<file path="config.mk">
export PLATFORM = sky130hd
export DESIGN_NAME = joystick_zero_calib_deadzone_map
export DESIGN_NICKNAME = d
export VERILOG_FILES = /design/src/hdl/jzcd_pkg.sv /design/src/hdl/joystick_zero_calib_deadzone_map.sv
export VERILOG_INCLUDE_DIRS = /design/src /design/src/hdl
export SDC_FILE = /design/constraint.sdc
export NUM_CORES = 2
export LEC_CHECK = 0
export ABC_AREA = 1
export BUFFER_PORTS_ARGS = -buffer_cell sky130_fd_sc_hd__buf_2
export CORE_MARGIN = 1
export CORE_UTILIZATION = 26
export DETAILED_ROUTE_END_ITERATION = 8
export GPL_ROUTABILITY_DRIVEN = 0
export PLACE_DENSITY = 0.52
export SYNTH_ARGS = -nofsm -noshare
export SYNTH_HDL_FRONTEND = slang
export SYNTH_SLANG_ARGS = --single-unit
</file>
<file path="constraint.sdc">
create_clock -name clk -period 6.25 [get_ports clk]
set_input_delay 1.25 -clock clk [delete_from_list [all_inputs] [get_ports clk]]
set_output_delay 1.25 -clock clk [all_outputs]
set_load 0.1 [all_outputs]
</file>
<file path="src/hdl/assert_macros.svh">
// assertion macros shared by the rtl
`ifndef ASSERT_MACROS_SVH
`define ASSERT_MACROS_SVH
`ifndef SYNTHESIS
// same-cycle implication, checked out of reset
`define CHK_SAME(lbl, clk, rst, ante, cons) \
  lbl: assert property (@(posedge clk) disable iff (rst) (ante) |-> (cons)) \
    else $error("assertion failed");
// next-cycle implication, checked out of reset
`define CHK_NEXT(lbl, clk, rst, ante, cons) \
  lbl: assert property (@(posedge clk) disable iff (rst) (ante) |=> (cons)) \
    else $error("assertion failed");
`else
`define CHK_SAME(lbl, clk, rst, ante, cons)
`define CHK_NEXT(lbl, clk, rst, ante, cons)
`endif
`endif

</file>
<file path="src/hdl/jzcd_pkg.sv">
// types, constants and the dead-band mapping function for the joystick calibrator
package jzcd_pkg;

  localparam int NCHAN        = 4;
  localparam int SMP_W        = 12;
  localparam int POS_W        = 8;
  localparam int SAMPLE_COUNT = 100;
  localparam int ADC_BITS     = 12;
  localparam int CNT_W        = 7;
  localparam int SUM_W        = 19;
  localparam int ADDR_W       = 4;
  localparam int DATA_W       = 32;

  // floor(sum / SAMPLE_COUNT) as (sum * DIV_MULT) >> DIV_SHIFT, exact for
  // every sum below SAMPLE_COUNT * 2^SMP_W
  localparam int DIV_SHIFT = 27;
  localparam int DIV_MULT  = ((2 ** DIV_SHIFT) + SAMPLE_COUNT - 1) / SAMPLE_COUNT;
  localparam int MULT_W    = DIV_SHIFT + 1;
  localparam int PROD_W    = SUM_W + MULT_W;

  // scale of 128 / 2^(ADC_BITS-1) is a right shift
  localparam int MAP_SHIFT = ADC_BITS - POS_W;
  localparam int MAP_ROUND = (2 ** MAP_SHIFT) - 1;
  localparam int EXT_W     = SMP_W + 2;

  localparam logic [SMP_W-1:0] MID_RST  = 12'd2096;
  localparam logic [SMP_W-1:0] TOL_RST  = 12'd128;
  localparam logic [SMP_W-1:0] BAND_RST = 12'd512;

  localparam logic [1:0] REG_MID  = 2'd0;
  localparam logic [1:0] REG_TOL  = 2'd1;
  localparam logic [1:0] REG_BAND = 2'd2;

  localparam logic signed [EXT_W-1:0] OUT_MAX = 14'sd127;
  localparam logic signed [EXT_W-1:0] OUT_MIN = -14'sd128;

  typedef logic [SMP_W-1:0]        sample_t;
  typedef logic signed [POS_W-1:0] pos_t;
  typedef logic [SUM_W-1:0]        sum_t;

  function automatic pos_t map_channel(sample_t v, sample_t z, sample_t db);
    logic signed [EXT_W-1:0] vs;
    logic signed [EXT_W-1:0] hi;
    logic signed [EXT_W-1:0] lo;
    logic signed [EXT_W-1:0] d;
    logic signed [EXT_W-1:0] q;
    vs = $signed({2'b00, v});
    hi = $signed({2'b00, z}) + $signed({2'b00, db});
    lo = $signed({2'b00, z}) - $signed({2'b00, db});
    if (vs > hi) begin
      d = vs - hi;
    end else if (vs < lo) begin
      d = vs - lo;
    end else begin
      d = '0;
    end
    // bias negatives so the shift truncates toward zero
    if (d < 0) begin
      d = d + $signed(EXT_W'(MAP_ROUND));
    end
    q = d >>> MAP_SHIFT;
    if (q > OUT_MAX) begin
      q = OUT_MAX;
    end else if (q < OUT_MIN) begin
      q = OUT_MIN;
    end
    return q[POS_W-1:0];
  endfunction

endpackage

</file>
<file path="src/hdl/joystick_zero_calib_deadzone_map.sv">
// joystick zero-point calibration and dead-band mapping, four channels
//
//  channel  | signals                                         | handshake
//  ---------+-------------------------------------------------+-------------------
//  samples  | cmd, sample_left_x/y, sample_right_x/y          | sample_valid/stall
//  results  | out_left_x/y, out_right_x/y, calibrating, calib_ok | result_valid/stall
//  config   | psel, penable, pwrite, paddr, pwdata, prdata    | pready tied high
//
// one request per cycle unless a stalled result or a zero-point update holds it:
// input register, then one stage of mapping logic into the result register.
// the request that completes calibration holds off the next one while the zero
// points come from the sums through a constant multiply in the following cycle.
// rst is synchronous; after it the block is calibrating with the reference zeros.
// a stalled result holds while one more request waits in the input register.
`include "assert_macros.svh"

module joystick_zero_calib_deadzone_map (
  input  logic                              clk,
  input  logic                              rst,
  input  logic                              sample_valid,
  output logic                              sample_stall,
  input  logic                              cmd,
  input  logic [jzcd_pkg::SMP_W-1:0]        sample_left_x,
  input  logic [jzcd_pkg::SMP_W-1:0]        sample_left_y,
  input  logic [jzcd_pkg::SMP_W-1:0]        sample_right_x,
  input  logic [jzcd_pkg::SMP_W-1:0]        sample_right_y,
  output logic                              result_valid,
  input  logic                              result_stall,
  output logic signed [jzcd_pkg::POS_W-1:0] out_left_x,
  output logic signed [jzcd_pkg::POS_W-1:0] out_left_y,
  output logic signed [jzcd_pkg::POS_W-1:0] out_right_x,
  output logic signed [jzcd_pkg::POS_W-1:0] out_right_y,
  output logic                              calibrating,
  output logic                              calib_ok,
  input  logic                              psel,
  input  logic                              penable,
  input  logic                              pwrite,
  input  logic [jzcd_pkg::ADDR_W-1:0]       paddr,
  input  logic [jzcd_pkg::DATA_W-1:0]       pwdata,
  output logic [jzcd_pkg::DATA_W-1:0]       prdata,
  output logic                              pready
);

  localparam int N = jzcd_pkg::NCHAN;

  // configuration registers
  jzcd_pkg::sample_t mid_reference;
  jzcd_pkg::sample_t cal_tolerance;
  jzcd_pkg::sample_t dead_band;

  // calibration state
  jzcd_pkg::sample_t [N-1:0] zero_point;
  jzcd_pkg::sum_t    [N-1:0] calib_sum;
  logic [jzcd_pkg::CNT_W-1:0] calib_count;
  logic in_calibration;
  logic calib_good;
  logic div_pend;

  // input register
  logic                      s1_valid;
  logic                      s1_cmd;
  jzcd_pkg::sample_t [N-1:0] s1_smp;

  // result register
  jzcd_pkg::pos_t [N-1:0] res_pos;

  logic s1_go;
  logic sample_take;
  logic cfg_wr;

  jzcd_pkg::sum_t [N-1:0]      calib_sum_next;
  logic [jzcd_pkg::CNT_W-1:0]  calib_count_next;
  logic                        in_calibration_next;
  logic                        calib_good_next;
  logic                        cal_abort;
  logic                        cal_done;
  jzcd_pkg::pos_t [N-1:0]      pos_next;
  jzcd_pkg::sample_t [N-1:0]   zero_quot;
  logic signed [jzcd_pkg::EXT_W-1:0] tol_lo;
  logic signed [jzcd_pkg::EXT_W-1:0] tol_hi;
  logic [N-1:0]                out_of_band;
  logic [jzcd_pkg::PROD_W-1:0] prod [N];

  // ---------------------------------------------------------------- config port
  assign pready = 1'b1;
  assign cfg_wr = psel && penable && pwrite && pready;

  always_comb begin
    prdata = '0;
    case (paddr[3:2])
      jzcd_pkg::REG_MID:  prdata = jzcd_pkg::DATA_W'(mid_reference);
      jzcd_pkg::REG_TOL:  prdata = jzcd_pkg::DATA_W'(cal_tolerance);
      jzcd_pkg::REG_BAND: prdata = jzcd_pkg::DATA_W'(dead_band);
      default:            prdata = '0;
    endcase
  end

  always_ff @(posedge clk) begin
    if (rst) begin
      mid_reference <= jzcd_pkg::MID_RST;
      cal_tolerance <= jzcd_pkg::TOL_RST;
      dead_band     <= jzcd_pkg::BAND_RST;
    end else if (cfg_wr) begin
      case (paddr[3:2])
        jzcd_pkg::REG_MID:  mid_reference <= pwdata[jzcd_pkg::SMP_W-1:0];
        jzcd_pkg::REG_TOL:  cal_tolerance <= pwdata[jzcd_pkg::SMP_W-1:0];
        jzcd_pkg::REG_BAND: dead_band     <= pwdata[jzcd_pkg::SMP_W-1:0];
        default: ;
      endcase
    end
  end

  // ---------------------------------------------------------------- handshake
  // the input register only moves on when the result register has room and
  // no zero-point update is still settling
  assign s1_go        = s1_valid && !div_pend && (!result_valid || !result_stall);
  assign sample_stall = s1_valid && !s1_go;
  assign sample_take  = sample_valid && !sample_stall;

  always_ff @(posedge clk) begin
    if (rst) begin
      s1_valid <= 1'b0;
    end else if (sample_take) begin
      s1_valid <= 1'b1;
    end else if (s1_go) begin
      s1_valid <= 1'b0;
    end
  end

  always_ff @(posedge clk) begin
    if (sample_take) begin
      s1_cmd    <= cmd;
      s1_smp[0] <= sample_left_x;
      s1_smp[1] <= sample_left_y;
      s1_smp[2] <= sample_right_x;
      s1_smp[3] <= sample_right_y;
    end
  end

  // ---------------------------------------------------------------- per-request logic
  assign tol_lo = $signed({2'b00, mid_reference}) - $signed({2'b00, cal_tolerance});
  assign tol_hi = $signed({2'b00, mid_reference}) + $signed({2'b00, cal_tolerance});
  assign calib_count_next = calib_count + 1'b1;
  assign cal_done = calib_count_next >= jzcd_pkg::CNT_W'(jzcd_pkg::SAMPLE_COUNT);
  assign cal_abort = |out_of_band;

  always_comb begin
    for (int i = 0; i < N; i++) begin
      out_of_band[i] = ($signed({2'b00, s1_smp[i]}) > tol_hi) ||
                       ($signed({2'b00, s1_smp[i]}) < tol_lo);
      calib_sum_next[i] = calib_sum[i] + jzcd_pkg::SUM_W'(s1_smp[i]);
      pos_next[i] = jzcd_pkg::map_channel(s1_smp[i], zero_point[i], dead_band);
      prod[i] = jzcd_pkg::PROD_W'(calib_sum[i]) * jzcd_pkg::PROD_W'(jzcd_pkg::DIV_MULT);
      zero_quot[i] = prod[i][jzcd_pkg::DIV_SHIFT +: jzcd_pkg::SMP_W];
    end
  end

  always_comb begin
    in_calibration_next = in_calibration;
    calib_good_next     = calib_good;
    if (s1_cmd) begin
      in_calibration_next = 1'b1;
    end else if (in_calibration) begin
      if (cal_abort) begin
        in_calibration_next = 1'b0;
        calib_good_next     = 1'b0;
      end else if (cal_done) begin
        in_calibration_next = 1'b0;
        calib_good_next     = 1'b1;
      end
    end
  end

  // ---------------------------------------------------------------- state update
  always_ff @(posedge clk) begin
    if (rst) begin
      in_calibration <= 1'b1;
      calib_good     <= 1'b0;
      calib_count    <= '0;
      div_pend       <= 1'b0;
      for (int i = 0; i < N; i++) begin
        calib_sum[i]  <= '0;
        zero_point[i] <= jzcd_pkg::MID_RST;
      end
    end else begin
      div_pend <= 1'b0;
      if (div_pend) begin
        for (int i = 0; i < N; i++) begin
          zero_point[i] <= zero_quot[i];
        end
      end
      if (s1_go) begin
        in_calibration <= in_calibration_next;
        calib_good     <= calib_good_next;
        if (s1_cmd) begin
          calib_count <= '0;
          for (int i = 0; i < N; i++) begin
            calib_sum[i] <= '0;
          end
        end else if (in_calibration) begin
          calib_count <= calib_count_next;
          for (int i = 0; i < N; i++) begin
            calib_sum[i] <= calib_sum_next[i];
          end
          if (cal_abort) begin
            for (int i = 0; i < N; i++) begin
              zero_point[i] <= mid_reference;
            end
          end else if (cal_done) begin
            // quotients are taken from the summed registers next cycle
            div_pend <= 1'b1;
          end
        end
      end
    end
  end

  // ---------------------------------------------------------------- result register
  always_ff @(posedge clk) begin
    if (rst) begin
      result_valid <= 1'b0;
    end else if (s1_go) begin
      result_valid <= 1'b1;
    end else if (!result_stall) begin
      result_valid <= 1'b0;
    end
  end

  always_ff @(posedge clk) begin
    if (s1_go) begin
      calibrating <= in_calibration_next;
      calib_ok    <= calib_good_next;
      for (int i = 0; i < N; i++) begin
        res_pos[i] <= (s1_cmd || in_calibration) ? '0 : pos_next[i];
      end
    end
  end

  assign out_left_x  = res_pos[0];
  assign out_left_y  = res_pos[1];
  assign out_right_x = res_pos[2];
  assign out_right_y = res_pos[3];

  // ---------------------------------------------------------------- checks
  `CHK_NEXT(a_div_one_cycle, clk, rst, div_pend, !div_pend)
  `CHK_SAME(a_hold_during_div, clk, rst, div_pend, !s1_go)
  `CHK_SAME(a_count_in_range, clk, rst, in_calibration, calib_count < jzcd_pkg::CNT_W'(jzcd_pkg::SAMPLE_COUNT))
  `CHK_SAME(a_cal_zero_out, clk, rst, result_valid && calibrating, (out_left_x == '0) && (out_left_y == '0) && (out_right_x == '0) && (out_right_y == '0))
  `CHK_NEXT(a_done_sets_good, clk, rst, s1_go && !s1_cmd && in_calibration && !cal_abort && cal_done, calib_good && !in_calibration)

endmodule
</file>
Yosys cells after proc, flatten, opt, wreduce, memory -nomap -nowiden
Index checks and enable logic that the tools add are counted.

Register bits: 255. Input bits: 92.

Multiply operators: 4. Multiplexer cells: 43. Order comparisons: 29. Reductions and logical operators: 30. Add/subtract/negate cells: 27. Equal/unequal tests: 3. Bitwise operators: 2.

Operators by type and width (number): 48-bit 2-to-1 mux (5); 14-bit 2-to-1 mux (12); 19-bit by 20-bit multiplier with 38-bit output, second input constant (4); 76-bit 2-to-1 mux (2); 12-bit by 13-bit > comparator with 1-bit output (8); 13-bit < comparator (8); 19-bit by 12-bit adder with 19-bit output (4); 12-bit by 12-bit adder with 13-bit output (5); 12-bit by 12-bit subtractor with 13-bit output (5); 14-bit by 5-bit adder with 14-bit output, second input constant (4); 14-bit by 1-bit < comparator with 1-bit output, second input constant (4); 12-bit by 13-bit subtractor with 14-bit output (4); 13-bit by 13-bit subtractor with 14-bit output (4); 7-bit 2-to-1 mux (6); 10-bit by 8-bit > comparator with 1-bit output, second input constant (4); 10-bit by 8-bit < comparator with 1-bit output, second input constant (4); 12-bit one-hot mux with 3 select lines (1); 8-bit 2-to-1 mux (4); 1-bit 2-to-1 mux (13); 2-bit AND reduction (4); 2-bit OR reduction (4); 8-bit OR reduction (1); 7-bit by 1-bit adder with 7-bit output, second input constant (1); 7-bit greater-or-equal comparator, second input constant (1); other kinds (10) (26).

Longest topological paths before layout
Depth in word-level cells: 9. Depth in mapped cells: 37.

Worst setup path before layout
Ideal clock, no wire load.

Path type: reg2reg. From: register calib_sum[32] (netlist bit). To: register zero_point[23] (netlist bit). Required time: 6.125 ns. Setup time: 0.125 ns. Clock period less this slack: 5.681 ns. Data arrival time: 5.555 ns. Slack: 0.569 ns. Stages on the path, launching flop included: 24. Path through: dfxtp_1 > fa_1 > inv_1 > fa_1 > inv_1 > fa_1 > fa_1 > fa_1 > inv_1 > fa_1 > inv_1 > ha_1 > nand2_1 > nor2_1 > inv_1 > nor3_1 > o2111ai_1 > o21ai_0 > a21oi_1 > or2_2 > nand3_1 > nand3_1 > nand2_1 > nand2_1.

Longest elaborated chain between the ends: 6.

RTL lines: start, declared (line joystick_zero_calib_deadzone_map.sv:53) `jzcd_pkg::sum_t [N-1:0] calib_sum;`; start signal, assigned by index (line joystick_zero_calib_deadzone_map.sv:203) `calib_sum[i] <= calib_sum_next[i];`; 19-bit by 20-bit multiplier with 38-bit output (*) (line joystick_zero_calib_deadzone_map.sv:153) `prod[i] = jzcd_pkg::PROD_W'(calib_sum[i]) * jzcd_pkg::PROD_W'(jzcd_pkg::DIV_MULT);`; 48-bit 2-to-1 mux (*) (line joystick_zero_calib_deadzone_map.sv:187) `if (div_pend) begin`; 48-bit 2-to-1 mux (line joystick_zero_calib_deadzone_map.sv:205) `if (cal_abort) begin`; 48-bit 2-to-1 mux (line joystick_zero_calib_deadzone_map.sv:200) `end else if (in_calibration) begin`; 48-bit 2-to-1 mux (line joystick_zero_calib_deadzone_map.sv:195) `if (s1_cmd) begin`; 48-bit 2-to-1 mux (*) (line joystick_zero_calib_deadzone_map.sv:192) `if (s1_go) begin`; end signal, assigned by index (line joystick_zero_calib_deadzone_map.sv:183) `zero_point[i] <= jzcd_pkg::MID_RST;`; end signal, assigned by index (line joystick_zero_calib_deadzone_map.sv:189) `zero_point[i] <= zero_quot[i];`; end signal, assigned by index (line joystick_zero_calib_deadzone_map.sv:207) `zero_point[i] <= mid_reference;`; end, declared (line joystick_zero_calib_deadzone_map.sv:52) `jzcd_pkg::sample_t [N-1:0] zero_point;`.

Every way passes the cells marked *; elsewhere a longest branch is shown, timed or not. A chain may end at the register's enable or synchronous reset.

Worst setup path in the final report
From: register calib_sum[58] (netlist bit). To: register zero_point[40] (netlist bit).

The elaborated chain is that of the path after synthesis.

==> flow_summary_export.csv <==
group,metric,value,unit
sta,skew,43.3,ps
routing,vias,43500,
sta,setup_viol,0,
logic_synthesis,syn_area,50400,um2
pwr,worst_ir_drop_vdd,0.000215,V
final_layout,multi_input_area,39300,um2
grt,track_usage,16.8,%
setup_path,setup.worst_path.end_class,"flip-flop",
clock_network,cts_tree,"yes",
clock_network,clk_path_buf_depth,3,
die,die_y,442,um
grt,grtUsageMet3,1.71,%
logic_synthesis,synth.most_common_cell,"inv_1",
logic_synthesis,synth_edf_count,83,
logic_synthesis,synth_cell_type_count,61,
sta,slew_headroom,25.8,%
die,design.core.area,193000,um2
place,placedCellCount,9347,
routing,dr.pass1.iters,7,
die,ios,161,
clock_network,htree_levels,2,
grt,grtUsageMet2,28.9,%
status,status,"completed",
pwr,power,9.45,mW
setup_path,crit_arrival,6410,ps
sta,max_freq,0.169,GHz
grt,antenna_found_initial,4,
grt,top_usage_layer,"met2",
worst_hold_path,hold_class,"flip-flop to flip-flop",
grt,grt_pass1_wl,254,mm
logic_synthesis,yosysTopAreaCell,"ha_1",
routing,wire_per_inst,17.4,um
sta,fin_ws,330,ps
routing,vias_per_cell,4.62,
final_layout,drive_gt1_share,9.63,%
grt,grt_max_degree,67,
setup_path,cp-start-kind,"flip-flop",
sta,hold_ws,479,ps
final_layout,design_area,57600,um2
clock_network,numCtsBuffers,41,
sta,worstMarginPinSlew,1110,ps
pwr,p_per_area,164,nW/um2
final_layout,nNetsFinal,8476,
clock_network,cts_root_buf,"clkbuf_16",
setup_path,worst_ep_required_time,6740,ps
setup_path,crit_fanout,3,
clock_network,cts_sinks,255,
grt,grt.overflow.total,0,
setup_path,crit_type,"flip-flop to flip-flop",
place,dp_worst_setup_slack,167,ps
die,chipWidth,442,um
final_layout,instances_no_fill,9426,
routing,drt_drc_violations_left,0,
final_layout,area_delta_synth_final,14.4,%
sta,rsz0062_at_grt,"true",
place,port_buffers,117,
job,max-cap-violations,0,
routing,drt_iter0_markers,2876,
logic_synthesis,ys.flop_type,"dfxtp_1",
final_layout,fillers,20700,
die,initial_core_util,26.2,%
die,rows,161,
logic_synthesis,synth_seq_area_share,11.8,%
sta,hold_viol,0,
logic_synthesis,yosysWarnings,0,
sta,maxSlewViolCount,0,
sta,min_period_over_period,94.7,%
logic_synthesis,yosysTopAreaCellShare,24.7,%
sta,final.setup.tns,0,ps
pwr,power.leakage,30.7,nW
logic_synthesis,ys_top_cells_by_count,"inv_1 (1264), nand2_1 (1082), ha_1 (997), fa_1 (522), a21oi_1 (506)",
sta,period_needed,5920,ps
logic_synthesis,post_synth_inst_count,6458,
final_layout,final_util,29.9,%
logic_synthesis,ys_seq_elements,255,
clock_network,clk_latency,650,ps
place,hpwlAfterDp,140,mm
clock_network,path_clk_slew,60,ps
logic_synthesis,syn_avg_cell_area,7.81,um2
final_layout,area.sequential,5940,um2
logic_synthesis,ys_top_cells_by_area,"ha_1 (25%), fa_1 (21%), inv_1 (9.4%)",
grt,grt_use_met1,21.6,%
logic_synthesis,ys_async_sr_fraction,0,%
die,dieArea,196000,um2
place,dpl_cell_area,56200,um2
routing,totalWireLength,164,mm
routing,ant_nets,0,
grt,grt_pass1_vias,44400,
==> metal layers <==
layer | part of all wire (%) | routed length (um) | up-vias
met5 | 0 | 0 | -
li1 | - | - | 21600
met2 | 47 | 77700 | 952
met4 | 3.9 | 6420 | 0
met1 | 44 | 72600 | 20700
met3 | 4.3 | 7110 | 211
==> flip-flops by register name, summed over array words and instances, names as in the netlist <==
signal,flops
cal_tolerance,12
mid_reference,12
out_left_x,8
calib_ok,1
result_valid,1
s1_cmd,1
s1_valid,1
calib_sum,76
s1_smp,48
out_right_y,8
calib_count,7
div_pend,1
out_right_x,8
calib_good,1
out_left_y,8
dead_band,12
zero_point,48
in_calibration,1
calibrating,1
==> layout make-up <==
type                    count  area share, %
multi-input cells        4827           68.1
flip-flops and latches    255           10.3
inverters                1302           8.49
well taps                2526           5.48
repair buffers            438           5.22
clock buffers              55           1.96
clock inverters            21          0.430
diodes                      2        0.00868
==> where the power goes <==
part | switching [mW] | total (mW) | internal, mW
logic | 3.14 | 5.07 | 1.93
registers | 0.140 | 1.94 | 1.80
clock network | 1.00 | 2.44 | 1.44
==> path summary, 6_finish.rpt <==
path	cells past startpoint	end	start	slack [ps]
setup reg to reg	24	zero_point[40]	calib_sum[58]	330
hold / removal	2	calib_count[6]	calib_count[6]	480
hold reg to reg	2	calib_count[6]	calib_count[6]	480
setup / recovery	24	zero_point[40]	calib_sum[58]	330
==> cells by family (layout without fill, tap and decap cells) <==
logic type / after synthesis / after routing / share of synthesized area [%]
AND/OR/NAND/NOR: 2095 / 2095 / 17.7
adder cells (fa/ha/maj): 1519 / 1519 / 45.5
buffers and inverters: 1395 / 1816 / 10.7
AO/OA/AOI/OAI: 1007 / 1007 / 11.2
flip-flops: 255 / 255 / 11.8
XOR/XNOR: 185 / 185 / 3.21
other: 2 / 23 / 0.0149
==> cell usage in the layout (no fill, tap or decap), drive strengths merged, types with 172 or more instances in the layout <==
| cell | n |
|---|---|
| nand2 | 1111 |
| a21oi | 509 |
| fa | 522 |
| nand3 | 265 |
| dfxtp | 172 |
| inv | 1300 |
| buf | 438 |
| o21ai | 301 |
| ha | 997 |
| nor2 | 501 |
==> timing repair <==
item                                    4_1_cts  5_1_grt
hold buffers                                  0        0
buffers inserted                              0        1
gates resized for setup                       0       22
endpoints found under the setup margin        0       30
==> worst max-delay path: stages, from the launching register on <==
cell,delay [ps]
dfxtp_1,330
fa_1,650
inv_1,90
fa_1,500
inv_1,50
fa_1,470
inv_1,60
fa_1,510
inv_1,60
fa_1,560
fa_1,420
ha_1,320
a21oi_1,140
inv_1,50
nor2_1,260
nor3_1,90
o21ai_0,440
nand2_1,180
nand2_1,90
nand2_1,60
nor2_1,70
nand3b_1,150
nand3_1,100
nand2_1,90
nand2_1,60
Note: power is estimated with default switching activity, not from simulation.
